[src/hw/rtl/mtfd_pkg.sv]
// Shared types and constants for the serial frame deframer.
package mtfd_pkg;

   localparam logic [7:0] START_RESET = 8'hFE;
   localparam logic [7:0] TYPE_MASK   = 8'hE0;
   localparam logic [7:0] SUB_MASK    = 8'h1F;

   typedef enum logic [5:0] {
      PH_HUNT  = 6'b000001,
      PH_LEN   = 6'b000010,
      PH_CMD0  = 6'b000100,
      PH_CMD1  = 6'b001000,
      PH_DATA  = 6'b010000,
      PH_CHECK = 6'b100000
   } phase_type;

   typedef enum logic [1:0] {
      KIND_PAYLOAD = 2'd0,
      KIND_GOOD    = 2'd1,
      KIND_BAD     = 2'd2
   } kind_type;

   typedef struct packed {
      kind_type   kind;
      logic [7:0] payload_byte;
      logic [7:0] byte_index;
      logic [2:0] frame_type;
      logic [4:0] subsystem;
      logic [7:0] command_id;
      logic [7:0] frame_length;
   } result_type;

   typedef struct packed {
      logic       valid;
      result_type data;
   } result_bus_type;

endpackage

[src/hw/rtl/mtfd_ifs.sv]
// Valid/ready channel interfaces for received bytes and deframer results.
interface mtfd_req_if;
   logic       valid;
   logic       ready;
   logic [7:0] rx_byte;
   modport source (output valid, output rx_byte, input ready);
   modport sink (input valid, input rx_byte, output ready);
endinterface

interface mtfd_rsp_if;
   logic       valid;
   logic       ready;
   logic [1:0] kind;
   logic [7:0] payload_byte;
   logic [7:0] byte_index;
   logic [2:0] frame_type;
   logic [4:0] subsystem;
   logic [7:0] command_id;
   logic [7:0] frame_length;
   modport source (output valid, output kind, output payload_byte, output byte_index,
                   output frame_type, output subsystem, output command_id,
                   output frame_length, input ready);
   modport sink (input valid, input kind, input payload_byte, input byte_index,
                 input frame_type, input subsystem, input command_id,
                 input frame_length, output ready);
endinterface

[src/hw/rtl/mt_frame_deframer.sv]
// Serial frame deframer top level: input register, frame parser, result register.
// Takes one received byte per cycle and hunts for the start byte (csr_data written
// through csr_we, 0xFE after reset), then reads length, two command bytes, the payload
// and an XOR check byte. Every payload byte comes out as an item with its index; the
// check byte gives one frame-end item marked good or bad with the header fields. A byte
// is accepted every cycle while the result side keeps up; a result is offered from the
// result register after its byte is accepted: the byte sits in the input register until
// the parser takes it, and the result register loads at that edge. The parser state
// advances once per byte, so back-to-back bytes stall only while a result is held in
// the result register; then the input register fills and ready drops.
module mt_frame_deframer
   import mtfd_pkg::*;
(
   input  logic        clock,
   input  logic        reset,
   input  logic        csr_we,
   input  logic [7:0]  csr_data,
   mtfd_req_if.sink    req_chan,
   mtfd_rsp_if.source  rsp_chan
);

   logic           in_valid;
   logic [7:0]     in_byte;
   logic           space;
   logic           drain;
   result_bus_type result;
   result_type     rsp_data;

   assign drain = in_valid && space;

   mtfd_in_stage u_in (
      .clock     (clock),
      .reset     (reset),
      .req_valid (req_chan.valid),
      .req_byte  (req_chan.rx_byte),
      .req_ready (req_chan.ready),
      .drain     (drain),
      .in_valid  (in_valid),
      .in_byte   (in_byte)
   );

   mtfd_parser u_parser (
      .clock    (clock),
      .reset    (reset),
      .csr_we   (csr_we),
      .csr_data (csr_data),
      .step     (drain),
      .rx_byte  (in_byte),
      .result   (result)
   );

   mtfd_out_stage u_out (
      .clock     (clock),
      .reset     (reset),
      .load      (result),
      .space     (space),
      .rsp_valid (rsp_chan.valid),
      .rsp_ready (rsp_chan.ready),
      .rsp_data  (rsp_data)
   );

   assign rsp_chan.kind         = rsp_data.kind;
   assign rsp_chan.payload_byte = rsp_data.payload_byte;
   assign rsp_chan.byte_index   = rsp_data.byte_index;
   assign rsp_chan.frame_type   = rsp_data.frame_type;
   assign rsp_chan.subsystem    = rsp_data.subsystem;
   assign rsp_chan.command_id   = rsp_data.command_id;
   assign rsp_chan.frame_length = rsp_data.frame_length;

   // nothing pending right after reset
   a_reset_empty: assert property (@(posedge clock) reset |=> !rsp_chan.valid)
      else $error("result pending after reset");

   // a full input stage facing a stalled result stage must backpressure
   a_backpressure: assert property (@(posedge clock) disable iff (reset)
      (in_valid && rsp_chan.valid && !rsp_chan.ready) |-> !req_chan.ready)
      else $error("input accepted while pipeline stalled");

   // a result produced by the parser always reaches the result register
   a_result_lands: assert property (@(posedge clock) disable iff (reset)
      result.valid |=> rsp_chan.valid)
      else $error("parser result dropped");

   // a dropped parser result would show as a stalled result being replaced
   a_no_overwrite: assert property (@(posedge clock) disable iff (reset)
      (rsp_chan.valid && !rsp_chan.ready) |-> !result.valid)
      else $error("result register overwritten while stalled");

endmodule

[src/hw/rtl/mtfd_in_stage.sv]
// Input register: holds one received byte until the parser takes it.
module mtfd_in_stage (
   input  logic       clock,
   input  logic       reset,
   input  logic       req_valid,
   input  logic [7:0] req_byte,
   output logic       req_ready,
   input  logic       drain,
   output logic       in_valid,
   output logic [7:0] in_byte
);

   logic       valid_ff, valid_in;
   logic [7:0] byte_ff;

   assign req_ready = !valid_ff || drain;
   assign valid_in  = (req_valid && req_ready) || (valid_ff && !drain);

   always_ff @(posedge clock) begin
      if (reset) begin
         valid_ff <= 1'b0;
      end else begin
         valid_ff <= valid_in;
      end
   end

   always_ff @(posedge clock) begin
      if (req_valid && req_ready) begin
         byte_ff <= req_byte;
      end
   end

   assign in_valid = valid_ff;
   assign in_byte  = byte_ff;

endmodule

[src/hw/rtl/mtfd_parser.sv]
// Frame parser: phase state, header capture, running check and result build.
module mtfd_parser
   import mtfd_pkg::*;
(
   input  logic           clock,
   input  logic           reset,
   input  logic           csr_we,
   input  logic [7:0]     csr_data,
   input  logic           step,
   input  logic [7:0]     rx_byte,
   output result_bus_type result
);

   phase_type  phase_ff, phase_in;
   logic [7:0] start_ff;
   logic [7:0] exp_len_ff, exp_len_in;
   logic [7:0] count_ff, count_in;
   logic [7:0] cmd0_ff, cmd0_in;
   logic [7:0] cmd1_ff, cmd1_in;
   logic [7:0] check_ff, check_in;
   logic [7:0] count_inc;
   logic [7:0] type_bits;

   assign count_inc = count_ff + 8'd1;
   assign type_bits = cmd0_ff & TYPE_MASK;

   always_comb begin
      phase_in   = phase_ff;
      exp_len_in = exp_len_ff;
      count_in   = count_ff;
      cmd0_in    = cmd0_ff;
      cmd1_in    = cmd1_ff;
      check_in   = check_ff;
      result     = '0;
      unique case (phase_ff)
         PH_HUNT: begin
            if (rx_byte == start_ff) phase_in = PH_LEN;
         end
         PH_LEN: begin
            exp_len_in = rx_byte;
            count_in   = 8'd0;
            check_in   = rx_byte;
            phase_in   = PH_CMD0;
         end
         PH_CMD0: begin
            cmd0_in  = rx_byte;
            check_in = check_ff ^ rx_byte;
            phase_in = PH_CMD1;
         end
         PH_CMD1: begin
            cmd1_in  = rx_byte;
            check_in = check_ff ^ rx_byte;
            // zero length skips straight to the check byte
            phase_in = (exp_len_ff != 8'd0) ? PH_DATA : PH_CHECK;
         end
         PH_DATA: begin
            result.valid             = 1'b1;
            result.data.kind         = KIND_PAYLOAD;
            result.data.payload_byte = rx_byte;
            result.data.byte_index   = count_ff;
            check_in = check_ff ^ rx_byte;
            count_in = count_inc;
            if (count_inc >= exp_len_ff) phase_in = PH_CHECK;
         end
         PH_CHECK: begin
            result.valid             = 1'b1;
            result.data.kind         = (rx_byte == check_ff) ? KIND_GOOD : KIND_BAD;
            result.data.frame_type   = type_bits[7:5];
            result.data.subsystem    = cmd0_ff[4:0] & SUB_MASK[4:0];
            result.data.command_id   = cmd1_ff;
            result.data.frame_length = exp_len_ff;
            phase_in = PH_HUNT;
         end
         default: begin
            phase_in = PH_HUNT;
         end
      endcase
      if (!step) result.valid = 1'b0;
   end

   always_ff @(posedge clock) begin
      if (reset) begin
         phase_ff   <= PH_HUNT;
         start_ff   <= START_RESET;
         exp_len_ff <= 8'd0;
         count_ff   <= 8'd0;
         cmd0_ff    <= 8'd0;
         cmd1_ff    <= 8'd0;
         check_ff   <= 8'd0;
      end else begin
         if (csr_we) start_ff <= csr_data;
         if (step) begin
            phase_ff   <= phase_in;
            exp_len_ff <= exp_len_in;
            count_ff   <= count_in;
            cmd0_ff    <= cmd0_in;
            cmd1_ff    <= cmd1_in;
            check_ff   <= check_in;
         end
      end
   end

endmodule

[src/hw/rtl/mtfd_out_stage.sv]
// Result register: holds one result item until the consumer takes it.
module mtfd_out_stage
   import mtfd_pkg::*;
(
   input  logic           clock,
   input  logic           reset,
   input  result_bus_type load,
   output logic           space,
   output logic           rsp_valid,
   input  logic           rsp_ready,
   output result_type     rsp_data
);

   logic       valid_ff, valid_in;
   result_type data_ff;

   assign space    = !valid_ff || rsp_ready;
   assign valid_in = load.valid || (valid_ff && !rsp_ready);

   always_ff @(posedge clock) begin
      if (reset) begin
         valid_ff <= 1'b0;
      end else begin
         valid_ff <= valid_in;
      end
   end

   always_ff @(posedge clock) begin
      if (load.valid) begin
         data_ff <= load.data;
      end
   end

   assign rsp_valid = valid_ff;
   assign rsp_data  = data_ff;

endmodule
[src/flat_wrapper.sv]
// flat-port wrapper written by rule: the top's interface ports become plain ports
module mt_frame_deframer_flat import mtfd_pkg::*;
  (clock, reset, csr_we, csr_data, req_chan_valid, req_chan_rx_byte, req_chan_ready, rsp_chan_valid, rsp_chan_kind, rsp_chan_payload_byte, rsp_chan_byte_index, rsp_chan_frame_type, rsp_chan_subsystem, rsp_chan_command_id, rsp_chan_frame_length, rsp_chan_ready);
  mtfd_req_if req_chan_i ();
  mtfd_rsp_if rsp_chan_i ();
  input  logic clock;
  input  logic reset;
  input  logic csr_we;
  input  logic [7:0] csr_data;
  input wire logic [$bits(req_chan_i.valid)-1:0] req_chan_valid;
  input wire logic [$bits(req_chan_i.rx_byte)-1:0] req_chan_rx_byte;
  output wire logic [$bits(req_chan_i.ready)-1:0] req_chan_ready;
  output wire logic [$bits(rsp_chan_i.valid)-1:0] rsp_chan_valid;
  output wire logic [$bits(rsp_chan_i.kind)-1:0] rsp_chan_kind;
  output wire logic [$bits(rsp_chan_i.payload_byte)-1:0] rsp_chan_payload_byte;
  output wire logic [$bits(rsp_chan_i.byte_index)-1:0] rsp_chan_byte_index;
  output wire logic [$bits(rsp_chan_i.frame_type)-1:0] rsp_chan_frame_type;
  output wire logic [$bits(rsp_chan_i.subsystem)-1:0] rsp_chan_subsystem;
  output wire logic [$bits(rsp_chan_i.command_id)-1:0] rsp_chan_command_id;
  output wire logic [$bits(rsp_chan_i.frame_length)-1:0] rsp_chan_frame_length;
  input wire logic [$bits(rsp_chan_i.ready)-1:0] rsp_chan_ready;
  assign req_chan_i.valid = req_chan_valid;
  assign req_chan_i.rx_byte = req_chan_rx_byte;
  assign req_chan_ready = req_chan_i.ready;
  assign rsp_chan_valid = rsp_chan_i.valid;
  assign rsp_chan_kind = rsp_chan_i.kind;
  assign rsp_chan_payload_byte = rsp_chan_i.payload_byte;
  assign rsp_chan_byte_index = rsp_chan_i.byte_index;
  assign rsp_chan_frame_type = rsp_chan_i.frame_type;
  assign rsp_chan_subsystem = rsp_chan_i.subsystem;
  assign rsp_chan_command_id = rsp_chan_i.command_id;
  assign rsp_chan_frame_length = rsp_chan_i.frame_length;
  assign rsp_chan_i.ready = rsp_chan_ready;
  mt_frame_deframer u_core (.clock(clock), .reset(reset), .csr_we(csr_we), .csr_data(csr_data), .req_chan(req_chan_i), .rsp_chan(rsp_chan_i));
endmodule
[config.mk]
export PLATFORM = sky130hd
export DESIGN_NAME = mt_frame_deframer_flat
export DESIGN_NICKNAME = d
export VERILOG_FILES = /design/src/hw/rtl/mtfd_pkg.sv /design/src/hw/rtl/mtfd_ifs.sv /design/src/hw/rtl/mt_frame_deframer.sv /design/src/hw/rtl/mtfd_in_stage.sv /design/src/hw/rtl/mtfd_parser.sv /design/src/hw/rtl/mtfd_out_stage.sv /design/src/flat_wrapper.sv
export SDC_FILE = /design/constraint.sdc
export NUM_CORES = 1
export LEC_CHECK = 0
export BUFFER_PORTS_ARGS = -buffer_cell sky130_fd_sc_hd__buf_2
export CAP_MARGIN = 0
export CORE_ASPECT_RATIO = 0.6
export CORE_UTILIZATION = 25
export DETAILED_ROUTE_END_ITERATION = 12
export MAX_ROUTING_LAYER = met4
export SLEW_MARGIN = 25
export SYNTH_ARGS = -nofsm -noshare
export SYNTH_HDL_FRONTEND = slang
export SYNTH_SLANG_ARGS = --single-unit
[constraint.sdc]
create_clock -name clock -period 3.4 [get_ports clock]
set_input_delay 0.34 -clock clock [delete_from_list [all_inputs] [get_ports clock]]
set_output_delay 0.34 -clock clock [all_outputs]
set_load 0.1 [all_outputs]
==> results.toml <==
[power]
share_clk_of_total_power = 0.426
part_of_the_total_power_dissipated_in_sequential_elements = 0.548
total_design_power_mw = 2.51
vdd.ir_drop.worst_uv = 184
cellLeakagePower_nw = 2.20
swShare = 0.222
power_switching_mw = 0.557
comb_power_share = 0.026
power_density_mw_per_mm2 = 454
power.internal_mw = 1.95

[drt]
wl_per_cell_um = 14.5
detail_route.vias_per_cell = 4.47
ant_nets = 0
first_pass_iters = 4
detail_route.wirelength_mm = 10.6
initialDrtViolationCount = 215
vias = 3275
number_of_remaining_drc_errors = 0

[grt]
grtUsageTotal = 0.121
maximum_number_of_pins_on_one_net_before_global_route_repair = 52
global_route.overflow_total = 0
initial_antenna_violation_count = 0
first_pass_grt_wire_length_mm = 17.1
grt_pass1_vias = 3195

[setup_path]
setup.worst_path.start = "u_core.u_parser.count_ff[0]"
maximum_fanout_count_along_the_critical_path = 8
crit_path_frequent_cell = "sky130_fd_sc_hd__ha_1"
cp_data_required_time_ns = 3.65
worstSetupPathType = "flip-flop to flip-flop"
crit_path_top_delay_cell = "sky130_fd_sc_hd__dfxtp_1"
cp_cell_sequence = "ha_1 > nand3_1 > nor2_1 > xor2_1 > ha_1 > a21oi_1 > nor2b_1 > a2111oi_4 > nor2_2 > a41o_1"
end_kind = "flip-flop"
slowest_delay_ns = 0.45
critPathArrivalTime_ns = 2.99
worstSetupStartpointType = "flip-flop"
crit-reg2reg-launch = "u_core.u_parser.count_ff[0]"

[min_path]
hold_path_class = "input port to flip-flop"
min-delay-start = "req_chan_rx_byte[6]"

[yosys]
synth_sequential_area_ratio = 0.565
synth_nets = 462
synth-seq-cells = 106
post_synth.cell_area_avg_um2 = 10.7
synth_top_area_cells = "sky130_fd_sc_hd__edfxtp_1 (32%), sky130_fd_sc_hd__dfxtp_1 (24%), sky130_fd_sc_hd__and2_1 (5.7%), sky130_fd_sc_hd__mux2i_1 (5.4%), sky130_fd_sc_hd__o21ai_0 (2.7%)"
dominantRegCellSynth = "sky130_fd_sc_hd__dfxtp_1"
post_synth_instance_area_mm2 = 0.00464
syn-instance-count = 432
synth.lib_cells_used.distinct = 44
post-synth-top-area-fraction = 0.323
ys_warn_count = 0
yosysTopAreaCell = "sky130_fd_sc_hd__edfxtp_1"
synth_edf_count = 50
ffs_w_async_s_r_synth = 0

[floorplanning]
die_x_um = 178
die_area_mm2 = 0.0191
floorplan.initialDensity = 0.256
row_count = 38
coreArea_mm2 = 0.0181
die_height_um = 108
num_io_pins = 65

[clock_tree]
ctsHtreeMaxLevel = 3
clk-insertion-delay-late_ns = 0.35
post_cts_buffers = 0
cts_made_buffers = 9
clk_transition_reported_paths_ns = 0.07
cts.hold.buffers_added = 0
cts-root-buf = "sky130_fd_sc_hd__clkbuf_16"
tritoncts_clock_tree = "built"
cts_resized = 0
clk_path_buf_depth = 2
cts.sinks = 106

[timing]
min_period_ns = 2.75
fin_ws_ns = 0.655
worst-slew-pin-transition_ns = 0.986
hold_ws_ns = 0.165
hold_violations_final = 0
final_max_slew_viol_count = 0
fin_worst_skew_ns = 0.00751
setup_tns_ns = 0
rsz0062_at_grt = "false"
timing.slew.headroom = 0.343
timing.fmax_mhz = 364
final-setup-viol-count = 0
final_cycle_share = 0.807

[placement]
preCtsSetupSlack_ns = 0.701
numPortBuffers = 64
place_hpwl_mm = 7.60
gp_congestion = 0.845

[job]
max_cap_viol_count = 0

[finish]
finish.net_count = 517
drive_gt1_frac = 0.189
area_growth_pct = 19.1
finalCoreUtilization = 0.305

[outcome]
status = "completed"
-- synthesized netlist by cell type (2+ instances only) --
cell / instances
sky130_fd_sc_hd__clkbuf_1: 25
sky130_fd_sc_hd__nor2_1: 31
sky130_fd_sc_hd__inv_1: 11
sky130_fd_sc_hd__and2_1: 42
sky130_fd_sc_hd__a21o_1: 2
sky130_fd_sc_hd__nand2_1: 31
sky130_fd_sc_hd__a32o_1: 7
sky130_fd_sc_hd__nand2b_1: 2
sky130_fd_sc_hd__xor2_1: 11
sky130_fd_sc_hd__a21oi_1: 23
sky130_fd_sc_hd__and3_1: 4
sky130_fd_sc_hd__xnor2_1: 12
sky130_fd_sc_hd__nand3_1: 15
sky130_fd_sc_hd__nand4_1: 2
sky130_fd_sc_hd__ha_1: 9
sky130_fd_sc_hd__nand3b_1: 2
sky130_fd_sc_hd__o21ai_0: 25
sky130_fd_sc_hd__dfxtp_1: 56
sky130_fd_sc_hd__or3_1: 2
sky130_fd_sc_hd__edfxtp_1: 50
sky130_fd_sc_hd__or4_1: 2
sky130_fd_sc_hd__a22oi_1: 5
sky130_fd_sc_hd__nor3_1: 3
sky130_fd_sc_hd__nor3b_1: 4
sky130_fd_sc_hd__nor2b_1: 9
sky130_fd_sc_hd__mux2i_1: 25
sky130_fd_sc_hd__nor4_1: 5
-- cell usage in the layout, fill, tap and decap left out, types with 2 or more instances in the layout --
master | synthesis | layout
sky130_fd_sc_hd__a21o_1 | 2 | 2
sky130_fd_sc_hd__a21oi_1 | 23 | 23
sky130_fd_sc_hd__a22oi_1 | 5 | 5
sky130_fd_sc_hd__a32o_1 | 7 | 7
sky130_fd_sc_hd__and2_1 | 42 | 42
sky130_fd_sc_hd__and3_1 | 4 | 4
sky130_fd_sc_hd__buf_2 | 1 | 64
sky130_fd_sc_hd__buf_4 | 0 | 7
sky130_fd_sc_hd__clkbuf_16 | 0 | 9
sky130_fd_sc_hd__clkinv_4 | 0 | 2
sky130_fd_sc_hd__dfxtp_1 | 56 | 56
sky130_fd_sc_hd__edfxtp_1 | 50 | 50
sky130_fd_sc_hd__ha_1 | 9 | 9
sky130_fd_sc_hd__inv_1 | 11 | 11
sky130_fd_sc_hd__mux2i_1 | 25 | 25
sky130_fd_sc_hd__nand2_1 | 31 | 31
sky130_fd_sc_hd__nand2b_1 | 2 | 2
sky130_fd_sc_hd__nand3_1 | 15 | 15
sky130_fd_sc_hd__nand3b_1 | 2 | 2
sky130_fd_sc_hd__nand4_1 | 2 | 2
sky130_fd_sc_hd__nor2_1 | 31 | 31
sky130_fd_sc_hd__nor2b_1 | 9 | 9
sky130_fd_sc_hd__nor3_1 | 3 | 3
sky130_fd_sc_hd__nor3b_1 | 4 | 3
sky130_fd_sc_hd__nor4_1 | 5 | 5
sky130_fd_sc_hd__o21ai_0 | 25 | 25
sky130_fd_sc_hd__or3_1 | 2 | 2
sky130_fd_sc_hd__or4_1 | 2 | 2
sky130_fd_sc_hd__xnor2_1 | 12 | 12
sky130_fd_sc_hd__xor2_1 | 11 | 11
-- metal layers --
metal / up-vias / part of all wire / track usage
met5: - / 0 / -
met4: 0 / 0.0056 / 0.0311
met3: 8 / 0.061 / 0.0321
met2: 88 / 0.39 / 0.162
met1: 1550 / 0.54 / 0.178
li1: 1629 / - / -
-- cells by family (layout without fill, tap and decap cells) --
| group | after synthesis | count (layout) | synth area share |
|---|---|---|---|
| and+or+nand+nor | 160 | 160 | 0.182 |
| DFF | 106 | 106 | 0.565 |
| AOI/OAI and AO/OA | 71 | 71 | 0.101 |
| buffers and inverters | 38 | 98 | 0.0310 |
| muxes | 25 | 25 | 0.0539 |
| xor gates and xnor gates | 23 | 23 | 0.0434 |
| adders and majority gates | 9 | 9 | 0.0243 |
| other | 0 | 1 | 0 |
-- flip-flops by register name (all words and copies together) (netlist names) --
name	count
u_core.u_parser.exp_len_ff	8
u_core.u_parser.cmd1_ff	8
u_core.u_parser.check_ff	8
u_core.u_in.in_valid	1
u_core.u_out.rsp_valid	1
u_core.u_in.in_byte	8
u_core.u_parser.start_ff	8
u_core.u_parser.count_ff	8
u_core.u_parser.phase_ff	6
u_core.u_parser.cmd0_ff	8
u_core.u_out.rsp_data	42
-- power groups by stage --
stage / registers (mW) / logic (mW) / clock network [mW]
finish: 1.37 / 0.0665 / 1.07
floorplan: 1.37 / 0.0613 / 0
CTS: 1.37 / 0.0670 / 1.10
global route: 1.38 / 0.0739 / 1.15
global placement: 1.40 / 0.0640 / 0
detailed placement: 1.40 / 0.0669 / 0
-- critical path: cells and delay by family, from the launching register on --
| kind | cells | cell delay (ns) |
|---|---|---|
| flops | 1 | 0.45 |
| xor+xnor | 1 | 0.20 |
| simple gates | 4 | 0.60 |
| compound gates | 3 | 0.86 |
| fa+ha+maj | 2 | 0.54 |
-- per-stage QoR --
| step | cell area, µm² | instances |
|---|---|---|
| 6_report | 5530 | 733 |
| 3_5_place_dp | 5220 | 716 |
| 5_1_grt | 5530 | 732 |
| 2_1_floorplan | 4640 | 432 |
| 3_3_place_gp | 5220 | 716 |
| 4_1_cts | 5530 | 732 |
-- final cells by class --
type / count / area (µm²)
Timing Repair Buffer: 71 / 373
Tap cell: 240 / 300
Sequential cell: 106 / 2620
Fill cell: 1880 / 12600
Inverter: 11 / 41.3
Clock inverter: 6 / 77.6
Antenna cell: 1 / 2.50
Multi-Input combinational cell: 288 / 1880
Clock buffer: 10 / 229
-- worst paths after layout --
kind                                      end  slack, ns  depth (start not counted)
setup / recovery  u_core.u_parser.phase_ff[4]       0.65                         10
hold / removal         u_core.u_in.in_byte[6]       0.17                          1
setup reg to reg  u_core.u_parser.phase_ff[4]       0.65                         10
hold reg to reg    u_core.u_parser.cmd1_ff[6]       0.46                          2
Note: power is estimated with default switching activity, not from simulation.
